[config.mk]
export PLATFORM = sky130hd
export DESIGN_NAME = receive_port_dispatch_table
export DESIGN_NICKNAME = d
export VERILOG_FILES = /design/src/hw/rtl/rpdt_pkg.sv /design/src/hw/rtl/rpdt_seq.sv /design/src/hw/rtl/rpdt_table.sv /design/src/hw/rtl/receive_port_dispatch_table.sv
export SDC_FILE = /design/constraint.sdc
export NUM_CORES = 1
export LEC_CHECK = 0
export ABC_CLOCK_PERIOD_IN_PS = 2900
export BUFFER_PORTS_ARGS = -buffer_cell sky130_fd_sc_hd__buf_2
export CORE_AREA = 4 4 185 187
export DETAILED_ROUTE_END_ITERATION = 12
export DIE_AREA = 0 0 189 191
export GPL_TIMING_DRIVEN = 0
export HOLD_SLACK_MARGIN = 0.08
export PLACE_DENSITY = 0.74
export SLEW_MARGIN = 40
export SYNTH_ARGS = -nofsm -noshare
export SYNTH_HDL_FRONTEND = slang
export SYNTH_SLANG_ARGS = --single-unit
[constraint.sdc]
create_clock -name clk -period 2.9 [get_ports clk]
set_input_delay 0.29 -clock clk [delete_from_list [all_inputs] [get_ports clk]]
set_output_delay 0.29 -clock clk [all_outputs]
set_load 0.03 [all_outputs]
[src/hw/rtl/rpdt_pkg.sv]
// ---------------------------------------------------------------------------
// rpdt_pkg
// Shared types, codes and microcode store for the receive port dispatch table.
// ---------------------------------------------------------------------------
package rpdt_pkg;

	localparam int ENTRIES = 12;
	localparam int IDX_W   = (ENTRIES > 1) ? $clog2(ENTRIES) : 1;
	localparam int SLOT_W  = 4;

	localparam logic [1:0] OP_REGISTER   = 2'd0;
	localparam logic [1:0] OP_DEREGISTER = 2'd1;
	localparam logic [1:0] OP_DELIVER    = 2'd2;
	localparam logic [1:0] OP_NONE       = 2'd3;

	localparam logic [1:0] ST_OK      = 2'd0;
	localparam logic [1:0] ST_FULL    = 2'd1;
	localparam logic [1:0] ST_NOMATCH = 2'd2;

	typedef logic [IDX_W-1:0] idx_t;

	typedef struct packed {
		logic [1:0]  operation;
		logic [15:0] port;
		logic [7:0]  max_length;
		logic        wants_info;
		logic        has_handler;
		logic [7:0]  packet_length;
	} req_t;

	typedef struct packed {
		logic [1:0]        status;
		logic [SLOT_W-1:0] slot;
		logic [7:0]        copy_length;
		logic              write_info;
		logic              post_handler;
	} rsp_t;

	// search outcome captured by the table
	typedef struct packed {
		logic       free_ok;
		idx_t       free_idx;
		logic       hit_ok;
		idx_t       hit_idx;
		logic [7:0] hit_max;
		logic       hit_info;
		logic       hit_hdl;
	} look_t;

	// microcode
	typedef logic [1:0] step_t;

	localparam step_t STEP_IDLE   = 2'd0;
	localparam step_t STEP_LOOK   = 2'd1;
	localparam step_t STEP_UPDATE = 2'd2;

	typedef enum logic [1:0] {
		JC_NEXT,
		JC_START,
		JC_NOP,
		JC_ALWAYS
	} jc_t;

	typedef struct packed {
		logic  accept;
		logic  look;
		logic  update;
		logic  emit;
		jc_t   jc;
		step_t target;
	} ctl_word_t;

	function automatic ctl_word_t ucode_rom(input step_t s);
		ctl_word_t w;
		w = '{accept: 1'b0, look: 1'b0, update: 1'b0, emit: 1'b0,
			jc: JC_ALWAYS, target: STEP_IDLE};
		case (s)
			STEP_IDLE: begin
				w.accept = 1'b1;
				w.jc     = JC_START;
				w.target = STEP_LOOK;
			end
			STEP_LOOK: begin
				w.look   = 1'b1;
				w.jc     = JC_NOP;
				w.target = STEP_IDLE;
			end
			STEP_UPDATE: begin
				w.update = 1'b1;
				w.emit   = 1'b1;
				w.jc     = JC_ALWAYS;
				w.target = STEP_IDLE;
			end
			default: begin
				w.jc     = JC_ALWAYS;
				w.target = STEP_IDLE;
			end
		endcase
		return w;
	endfunction

endpackage

[src/hw/rtl/rpdt_seq.sv]
// ---------------------------------------------------------------------------
// rpdt_seq
// Step counter and control store; conditional jumps on start and no-op code.
// ---------------------------------------------------------------------------
module rpdt_seq (
	input  logic                clk,
	input  logic                arst_n,
	input  logic                start,
	input  logic                is_nop,
	output rpdt_pkg::ctl_word_t ctl
);
	import rpdt_pkg::*;

	step_t step_q;
	step_t step_nxt;

	assign ctl = ucode_rom(step_q);

	always_comb begin
		case (ctl.jc)
			JC_NEXT:   step_nxt = step_q + step_t'(1);
			JC_START:  step_nxt = start ? ctl.target : step_q;
			JC_NOP:    step_nxt = is_nop ? ctl.target : step_q + step_t'(1);
			JC_ALWAYS: step_nxt = ctl.target;
			default:   step_nxt = STEP_IDLE;
		endcase
	end

	always_ff @(posedge clk or negedge arst_n) begin
		if (!arst_n) begin
			step_q <= STEP_IDLE;
		end else begin
			step_q <= step_nxt;
		end
	end

endmodule

[src/hw/rtl/rpdt_table.sv]
// ---------------------------------------------------------------------------
// rpdt_table
// Handle store with parallel port compare, lowest-slot pick and slot update.
// ---------------------------------------------------------------------------
module rpdt_table (
	input  logic            clk,
	input  logic            arst_n,
	input  rpdt_pkg::req_t  req,
	input  logic            look,
	input  logic            update,
	output rpdt_pkg::look_t look_res
);
	import rpdt_pkg::*;

	logic [ENTRIES-1:0] valid_q;
	logic [15:0]        port_q [ENTRIES];
	logic [7:0]         max_q  [ENTRIES];
	logic [ENTRIES-1:0] info_q;
	logic [ENTRIES-1:0] hdl_q;

	look_t look_q;
	look_t srch;
	logic  wr_en;
	logic  clr_en;

	// lowest free and lowest matching slot
	always_comb begin
		srch = '0;
		for (int i = ENTRIES - 1; i >= 0; i--) begin
			if (!valid_q[i]) begin
				srch.free_ok  = 1'b1;
				srch.free_idx = idx_t'(i);
			end
			if (valid_q[i] && port_q[i] == req.port) begin
				srch.hit_ok  = 1'b1;
				srch.hit_idx = idx_t'(i);
			end
		end
		srch.hit_max  = max_q[srch.hit_idx];
		srch.hit_info = info_q[srch.hit_idx];
		srch.hit_hdl  = hdl_q[srch.hit_idx];
	end

	always_ff @(posedge clk) begin
		if (look) begin
			look_q <= srch;
		end
	end

	assign look_res = look_q;
	assign wr_en    = update && req.operation == OP_REGISTER && look_q.free_ok;
	assign clr_en   = update && req.operation == OP_DEREGISTER && look_q.hit_ok;

	always_ff @(posedge clk or negedge arst_n) begin
		if (!arst_n) begin
			valid_q <= '0;
		end else if (wr_en) begin
			valid_q[look_q.free_idx] <= 1'b1;
		end else if (clr_en) begin
			valid_q[look_q.hit_idx] <= 1'b0;
		end
	end

	always_ff @(posedge clk) begin
		if (wr_en) begin
			port_q[look_q.free_idx] <= req.port;
			max_q[look_q.free_idx]  <= req.max_length;
			info_q[look_q.free_idx] <= req.wants_info;
			hdl_q[look_q.free_idx]  <= req.has_handler;
		end else if (clr_en) begin
			port_q[look_q.hit_idx] <= '0;
		end
	end

endmodule

[src/hw/rtl/receive_port_dispatch_table.sv]
// Flow: the idle step accepts a request, the look step registers the search,
// the update step applies table changes and registers result and done; busy is
// high outside idle, and the three-step microprogram takes requests only in idle.
// Operation code 3 returns from the look step to idle and gives no result.
// done lasts one cycle; the receiver cannot stall it.
// Reset: asynchronous, active low; all slots empty, sequencer idle.
// ---------------------------------------------------------------------------
// receive_port_dispatch_table
// Microcoded lookup of receive handles keyed by 16-bit port.
// ---------------------------------------------------------------------------
module receive_port_dispatch_table (
	input  logic           clk,
	input  logic           arst_n,
	input  logic           start,
	output logic           busy,
	input  rpdt_pkg::req_t request,
	output logic           done,
	output rpdt_pkg::rsp_t result
);
	import rpdt_pkg::*;

	ctl_word_t ctl;
	req_t      req_q;
	look_t     look_res;
	rsp_t      res_q;
	rsp_t      res_nxt;
	logic      done_q;

	rpdt_seq u_seq (
		.clk    (clk),
		.arst_n (arst_n),
		.start  (start),
		.is_nop (req_q.operation == OP_NONE),
		.ctl    (ctl)
	);

	rpdt_table u_table (
		.clk      (clk),
		.arst_n   (arst_n),
		.req      (req_q),
		.look     (ctl.look),
		.update   (ctl.update),
		.look_res (look_res)
	);

	assign busy = !ctl.accept;

	always_ff @(posedge clk) begin
		if (ctl.accept && start) begin
			req_q <= request;
		end
	end

	always_comb begin
		res_nxt = '0;
		if (req_q.operation == OP_REGISTER) begin
			if (look_res.free_ok) begin
				res_nxt.slot = SLOT_W'(look_res.free_idx);
			end else begin
				res_nxt.status = ST_FULL;
			end
		end else if (!look_res.hit_ok) begin
			res_nxt.status = ST_NOMATCH;
		end else begin
			res_nxt.slot = SLOT_W'(look_res.hit_idx);
			if (req_q.operation == OP_DELIVER) begin
				res_nxt.copy_length  = (req_q.packet_length > look_res.hit_max) ?
					look_res.hit_max : req_q.packet_length;
				res_nxt.write_info   = look_res.hit_info;
				res_nxt.post_handler = look_res.hit_hdl;
			end
		end
	end

	always_ff @(posedge clk or negedge arst_n) begin
		if (!arst_n) begin
			done_q <= 1'b0;
		end else begin
			done_q <= ctl.emit;
		end
	end

	always_ff @(posedge clk) begin
		if (ctl.emit) begin
			res_q <= res_nxt;
		end
	end

	assign done   = done_q;
	assign result = res_q;

	// assertions
	a_busy_after_accept: assert property (@(posedge clk) disable iff (!arst_n)
		start && !busy |=> busy)
		else $error("request accepted but sequencer stayed idle");

	a_done_from_emit: assert property (@(posedge clk) disable iff (!arst_n)
		done |-> $past(ctl.emit) && $past(req_q.operation) != OP_NONE)
		else $error("result strobe without emit step");

	a_fail_fields_zero: assert property (@(posedge clk) disable iff (!arst_n)
		done && result.status != ST_OK |-> result.slot == '0 &&
			result.copy_length == '0 && !result.write_info && !result.post_handler)
		else $error("failed request carries nonzero fields");

	a_no_done_while_idle_accept: assert property (@(posedge clk) disable iff (!arst_n)
		ctl.emit |-> busy)
		else $error("emit step while accepting requests");

endmodule
==> flow_summary_export.csv, run 1 <==
group,metric,value,unit
synth,synthArstFlopShare,3.76,%
sta,fin_skew,35.0,ps
detailed_routing,drtAntennaViolNets,0,
detailed_routing,vias_per_cell,6.19,
die,core,32500,um2
finish,stdcell_count,1954,
sta,hold_viol,0,
sta,finalCritPeriodShare,128,%
detailed_routing,wl_per_cell,25.5,um
finish,final_cell_mix,"edfxtp_1 (384), xor2_1 (88), nand2_1 (84)",
finish,drive_above_1_share,25.7,%
grt,overflow,0,
grt,grtUsageMet3,5.39,%
synth,synth_seq_area_share,67.1,%
setup_path,worst_path_largest_cell_delay,600,ps
grt,grt_max_degree,23,
cts,clk_latency,550,ps
job,cap_violations,0,
synth,synthesis.area,17700,um2
outcome,outcome,"complete, but fails checks",
pwr,leakage,7.77,nW
synth,synth.distinct_cells,67,
cts,clock-sinks,399,
place,portBuffers,56,
sta,relSlewSlack,42.3,%
detailed_routing,vias,12087,
sta,final.setup.worst_slack,-825,ps
pwr,ir_worst_vdd,0.000492,V
pwr,p_per_area,705,nW/um2
synth,synthCells,1259,
die,die_h,191,um
place,place_ws,-1120,ps
synth,yosysWarnings,0,
place,place_hpwl,29.8,mm
grt,grt_pass1_wl,72.3,mm
finish,final_area,22400,um2
sta,timing.fmax,268,MHz
sta,tns,-8280,ps
die,die_w,189,um
synth,synth_top_area_cell,"edfxtp_1",
grt,grt_busiest_layer,"met2",
die,dieArea,36100,um2
outcome,violations,"setup timing",
synth,dominantRegCellSynth,"edfxtp_1",
detailed_routing,drt_wl_total,49.9,mm
detailed_routing,drcViolationCount,0,
setup_path,worst-path-max-fanout,10,
pwr,pwr-share-seq,46.6,%
finish,nNetsFinal,1534,
grt,use_met1,34.2,%
finish,antenna_cells,0,
cts,clock-root-buffer,"clkbuf_16",
setup_path,worst-path-buf-inv,4,
place,dp_cells,1761,
sta,grt_setup_unrepaired,"yes",
place,gp_congestion,0.943,
cts,htreeDepth,2,
cts,numCtsBuffers,41,
sta,slew_viol_final,0,
setup_path,critical_path_arrival,3980,ps
synth,yosys-top-cells-area,"edfxtp_1 (65%), xnor2_1 (4.7%), xor2_1 (4.7%), dfrtp_1 (2.1%), nor2_1 (2.1%)",
setup_path,start_kind,"flip-flop",
sta,worst_pin_slew,866,ps
cts,clkTransAtPathRegs,60,ps
die,placementRows,66,
grt,first_global_vias,11967,
setup_path,crit_family,"simple AND/OR/NAND/NOR gates",
sta,setup-violations-final,11,
synth,synth_top_cell_area_share,65.0,%
setup_path,cp_cell_sequence,"buf_6 -> xnor2_1 -> or4bb_4 -> nor4_4 -> a211oi_2 -> a311oi_4 -> buf_6 -> buf_6 -> o221ai_4 -> buf_6 -> nor4_1 -> a2111o_1 -> nand3_2",
pwr,combPwrFrac,19.4,%
synth,syn-num-nets,1311,
setup_path,cp_slowest_cell,"or4bb_4",
pwr,p_sw_share,28.7,%
grt,gr-usage-all-layers,26.7,%
setup_path,crit_type,"reg2reg",
pwr,power,15.8,mW
detailed_routing,drt-initial-drc-count,1480,
min_path,min_path_type,"in2reg",
synth,synth-seq-cells,399,
setup_path,worstSetupEndpointType,"flip-flop",
pwr,p_int,11.3,mW
finish,layout_commonest_cell,"edfxtp_1",
detailed_routing,first_pass_iters,5,
setup_path,critPathRequiredTime,3150,ps
grt,grt.met2_usage,44.4,%
grt,antenna_found_initial,0,
die,start_util,54.6,%
cts,tritoncts,"built",
finish,syn2layout_area_growth,26.1,%
place,placement.cell_area,18800,um2
cts,clockBufferDepth,3,
die,top_level_ports,57,
sta,period_needed,3720,ps
setup_path,crit_top_cell,"buf_6",
synth,synth-edff-count,384,
pwr,p_sw,4.52,mW
pwr,power_frac_clock,34.0,%
synth,syn_avg_cell_area,14.1,um2
[layer usage]
metal,up-vias,wire (um)
met3,214,4810
met2,807,23600
met1,5888,18500
li1,5178,-
met4,0,2990
met5,-,0
[stage by stage]
step | utilization, % | hold WS [ps]
3_5_place_dp | 57.8 | 229
4_1_cts | 67.6 | 119
6_report | 68.9 | 128
3_3_place_gp | 57.3 | 221
2_1_floorplan | - | -5.59
5_1_grt | 68.9 | 127
[power groups by stage]
| stage | registers, mW | logic [mW] | clock network, mW |
|---|---|---|---|
| finish | 7.35 | 3.06 | 5.36 |
| global route | 7.38 | 3.23 | 5.63 |
| CTS | 7.33 | 2.83 | 5.36 |
| detailed placement | 7.43 | 2.43 | 0 |
| floorplan | 7.32 | 1.54 | 0 |
| global placement | 7.43 | 2.29 | 0 |
[layout make-up]
class | instances | area, um2
Buffer | 55 | 654
Clock buffer | 48 | 1070
Clock inverter | 25 | 279
Fill cell | 2073 | 10100
Inverter | 18 | 67.6
Multi-Input combinational cell | 786 | 6290
Sequential cell | 399 | 11900
Tap cell | 442 | 553
Timing Repair Buffer | 181 | 1550
[registers in the layout, indices dropped and copies added (netlist names)]
| register | count |
|---|---|
| u_table.port_q | 192 |
| u_table.max_q | 96 |
| req_q | 36 |
| u_table.look_res | 20 |
| result | 16 |
| u_table.hdl_q | 12 |
| u_table.info_q | 12 |
| u_table.valid_q | 12 |
| u_seq.step_q | 2 |
| done | 1 |
[worst reg2reg max path, delay by kind of cell, from the launching register on]
kind	cells	cell delay, ps
and+or+nand+nor	4	1360
xor gates and xnor gates	1	300
buffers and inverters	4	610
AOI/OAI and AO/OA	4	770
DFF	1	380
[path summary, 6_finish.rpt]
path | slack (ps) | to | cells after the start | from
worst min-delay path | 130 | u_seq.step_q[1]$_DFFE_PN0P_ | 3 | start
max in group asynchronous | 2400 | u_table.valid_q[4]$_DFFE_PN0P_ | 2 | arst_n
worst max register to register | -820 | u_table.look_res[6]$_DFFE_PN_ | 13 | req_q[20]$_DFFE_PP_
min in group asynchronous | 230 | u_table.valid_q[0]$_DFFE_PN0P_ | 2 | arst_n
worst min register to register | 550 | result[0]$_SDFFCE_PP0P_ | 2 | u_table.look_res[0]$_DFFE_PN_
worst max-delay path | -820 | u_table.look_res[6]$_DFFE_PN_ | 13 | req_q[20]$_DFFE_PP_
[cells in the mapped netlist, types with 3 or more instances]
library cell,instances
nor2_1,97
nor3_1,16
or2_2,5
or3_1,13
nor4_2,3
nor3b_1,14
nand2b_1,11
a2111o_1,8
o21ai_1,10
nand4b_1,6
mux2i_1,30
nand4_1,41
nor4b_1,14
nand2_1,86
edfxtp_1,384
nor4_1,37
buf_4,8
a21oi_1,29
buf_2,19
o221ai_1,10
mux2_2,3
or4_1,18
clkbuf_1,13
and2_1,21
nand3b_1,3
a31oi_1,6
dfrtp_1,15
o211ai_1,4
and4_1,4
o21ai_0,10
xnor2_1,96
mux2_1,5
and4b_1,6
nand3_1,31
nor2b_1,9
inv_1,18
xor2_1,96
ha_1,13
buf_6,15
[timing repair]
action | in CTS | in global routing
endpoints found under the setup margin | 207 | 201
endpoints found under the hold margin | 51 | 0
setup buffers | 62 | 19
hold buffers | 37 | 0
gates resized for setup | 172 | 42
pin swaps | 43 | 26
cloned | 4 | 0
[logic make-up (layout without fill, tap and decap cells)]
| logic type | after synthesis | after routing | synth area share [%] |
|---|---|---|---|
| compound gates | 96 | 97 | 3.85 |
| xor+xnor | 192 | 192 | 9.48 |
| fa+ha+maj | 13 | 13 | 0.917 |
| buf+inv | 75 | 327 | 2.53 |
| flops | 399 | 399 | 67.1 |
| mux | 38 | 38 | 2.20 |
| simple gates | 446 | 446 | 13.9 |
(Power assumes the default switching activity.)
==> run 2, diff against run 1 <==
- CELL_PAD_IN_SITES_DETAIL_PLACEMENT: not set -> 0
- CELL_PAD_IN_SITES_GLOBAL_PLACEMENT: not set -> 1
- CORE_AREA: 4 4 185 187 -> 4 4 200 202
- DIE_AREA: 0 0 189 191 -> 0 0 204 206
- PLACE_DENSITY: 0.74 -> not set
- PLACE_DENSITY_LB_ADDON: not set -> 0.1
==> flow_summary_export.csv, run 2 (synthesized netlist as in run 1, its figures left out) <==
group,metric,value,unit
outcome,violations,"setup timing",
die,die_w,204,um
setup_path,worst-path-max-fanout,10,
place,place_hpwl,32.4,mm
setup_path,r2r_cells,13,
min_path,min_path_type,"in2async",
cts,clk_latency,560,ps
grt,first_global_vias,10914,
job,cap_violations,0,
sta,tns,-6740,ps
place,gp_congestion,0.859,
detailed_routing,wl_per_cell,25.2,um
cts,clock-root-buffer,"clkbuf_16",
setup_path,crit_type,"reg2reg",
cts,clock-sinks,399,
grt,overflow,0,
die,core,38300,um2
die,top_level_ports,57,
sta,fin_skew,11.6,ps
detailed_routing,drcViolationCount,0,
setup_path,worst_path_largest_cell_delay,530,ps
finish,largest_register,"u_table.port_q",
sta,setup-violations-final,10,
detailed_routing,vias_per_cell,5.56,
detailed_routing,drt_wl_total,50.3,mm
setup_path,crit_family,"simple AND/OR/NAND/NOR gates",
grt,antenna_found_initial,0,
detailed_routing,drt-initial-drc-count,985,
cts,numCtsBuffers,43,
setup_path,critPathRequiredTime,3180,ps
pwr,ir_worst_vdd,0.000568,V
finish,layout_commonest_cell,"edfxtp_1",
setup_path,cp_slowest_cell,"or4_4",
sta,hold_viol,0,
finish,fillers,3093,
place,portBuffers,56,
sta,grt_setup_unrepaired,"yes",
setup_path,worst-path-buf-inv,4,
sta,finalCritPeriodShare,124,%
finish,drive_above_1_share,23.5,%
pwr,leakage,7.54,nW
sta,final.setup.worst_slack,-704,ps
cts,clkTransAtPathRegs,60,ps
die,start_util,46.3,%
cts,clockBufferDepth,3,
detailed_routing,vias,11095,
setup_path,rr_endpoint,"u_table.look_res[2]$_DFFE_PN_",
sta,timing.fmax,278,MHz
setup_path,crit_top_cell,"buf_6",
pwr,power,15.5,mW
sta,slew_viol_final,0,
sta,relSlewSlack,41.2,%
finish,nNetsFinal,1498,
finish,final_cell_mix,"edfxtp_1 (384), xor2_1 (92), nand2_1 (84), xnor2_1 (84), nor2_1 (75)",
detailed_routing,drtAntennaViolNets,0,
setup_path,r2r_slack,-700,ps
detailed_routing,first_pass_iters,5,
finish,antenna_cells,0,
setup_path,cp_cell_sequence,"buf_6 -> buf_12 -> xor2_2 -> or4_4 -> nor3b_4 -> nand2_2 -> a311oi_4 -> buf_4 -> o221ai_4 -> buf_6 -> nor4_1 -> a2111o_1 -> nand3_2",
setup_path,worstSetupEndpointType,"flip-flop",
setup_path,critical_path_arrival,3890,ps
grt,grt_pass1_wl,73.0,mm
die,placementRows,72,
grt,grt_max_degree,23,
place,dp_cells,1839,
sta,period_needed,3600,ps
cts,htreeDepth,2,
setup_path,start_kind,"flip-flop",
die,die_h,206,um
finish,stdcell_count,1996,
finish,largest_reg_flops,192,
finish,syn2layout_area_growth,23.6,%
setup_path,r2r-start,"req_q[28]$_DFFE_PP_",
pwr,p_per_area,707,nW/um2
sta,worst_pin_slew,881,ps
die,dieArea,42000,um2
cts,tritoncts,"built",
outcome,outcome,"complete, but fails checks",
finish,top_regs,"u_table.port_q (192), u_table.max_q (96), req_q (36)",
grt,gr-usage-all-layers,24.0,%
## run 2: cell type report
cell class,instances,area (um2),area share (%)
clock inverters,21,168,0.765
flip-flops and latches,399,11900,54.3
multi-input cells,786,6210,28.3
repair buffers,141,1150,5.26
clock buffers,56,1180,5.37
inverters,18,67.6,0.308
well taps,518,648,2.96
plain buffers,57,594,2.71
## run 2: routing by layer
metal / wire length, um / GRT usage [%]
met3: 2220 / 3.00
met5: 0 / 0
met4: 1240 / 6.65
met2: 25500 / 42.2
met1: 21300 / 31.6
## run 2: how the worst max path moves through the flow
| stage | start | end | slack, ps | cells past startpoint |
|---|---|---|---|---|
| 2_1_floorplan | u_seq.step_q[0]$_DFFE_PN0P_ | u_table.port_q[7][0]$_DFFE_PP_ | -240 | 6 |
| 3_3_place_gp | u_seq.step_q[0]$_DFFE_PN0P_ | u_table.port_q[6][7]$_DFFE_PP_ | -1810 | 6 |
| 3_5_place_dp | req_q[30]$_DFFE_PP_ | u_table.look_res[6]$_DFFE_PN_ | -1100 | 13 |
| 4_1_cts | req_q[28]$_DFFE_PP_ | u_table.look_res[9]$_DFFE_PN_ | -620 | 13 |
| 5_1_grt | req_q[28]$_DFFE_PP_ | u_table.look_res[8]$_DFFE_PN_ | -750 | 15 |
| 6_report | req_q[28]$_DFFE_PP_ | u_table.look_res[2]$_DFFE_PN_ | -700 | 13 |
## run 2: metrics by stage
stage / instance area (um2) / setup WS [ps] / util [%] / hold slack, ps
finish: 21900 / -704 / 57.3 / 192
global route: 21900 / -751 / 57.3 / 212
CTS: 21700 / -620 / 56.6 / 172
detailed placement: 18900 / -1100 / 49.3 / 237
global placement: 18700 / -1810 / 48.8 / 239
floorplan: 17800 / -241 / - / -5.59
## run 2: timing repair
item	4_1_cts	5_1_grt
pin swaps	46	29
hold buffers	38	0
gates cloned	3	0
resized for setup	135	47
setup endpoints to repair	207	271
hold endpoints to repair	52	0
setup buffers	36	3
## run 2: power breakdown
part	internal [mW]	total, mW	switching [mW]
Sequential	6.94	7.36	0.418
Combinational	0.970	2.83	1.86
Clock	3.11	5.30	2.19
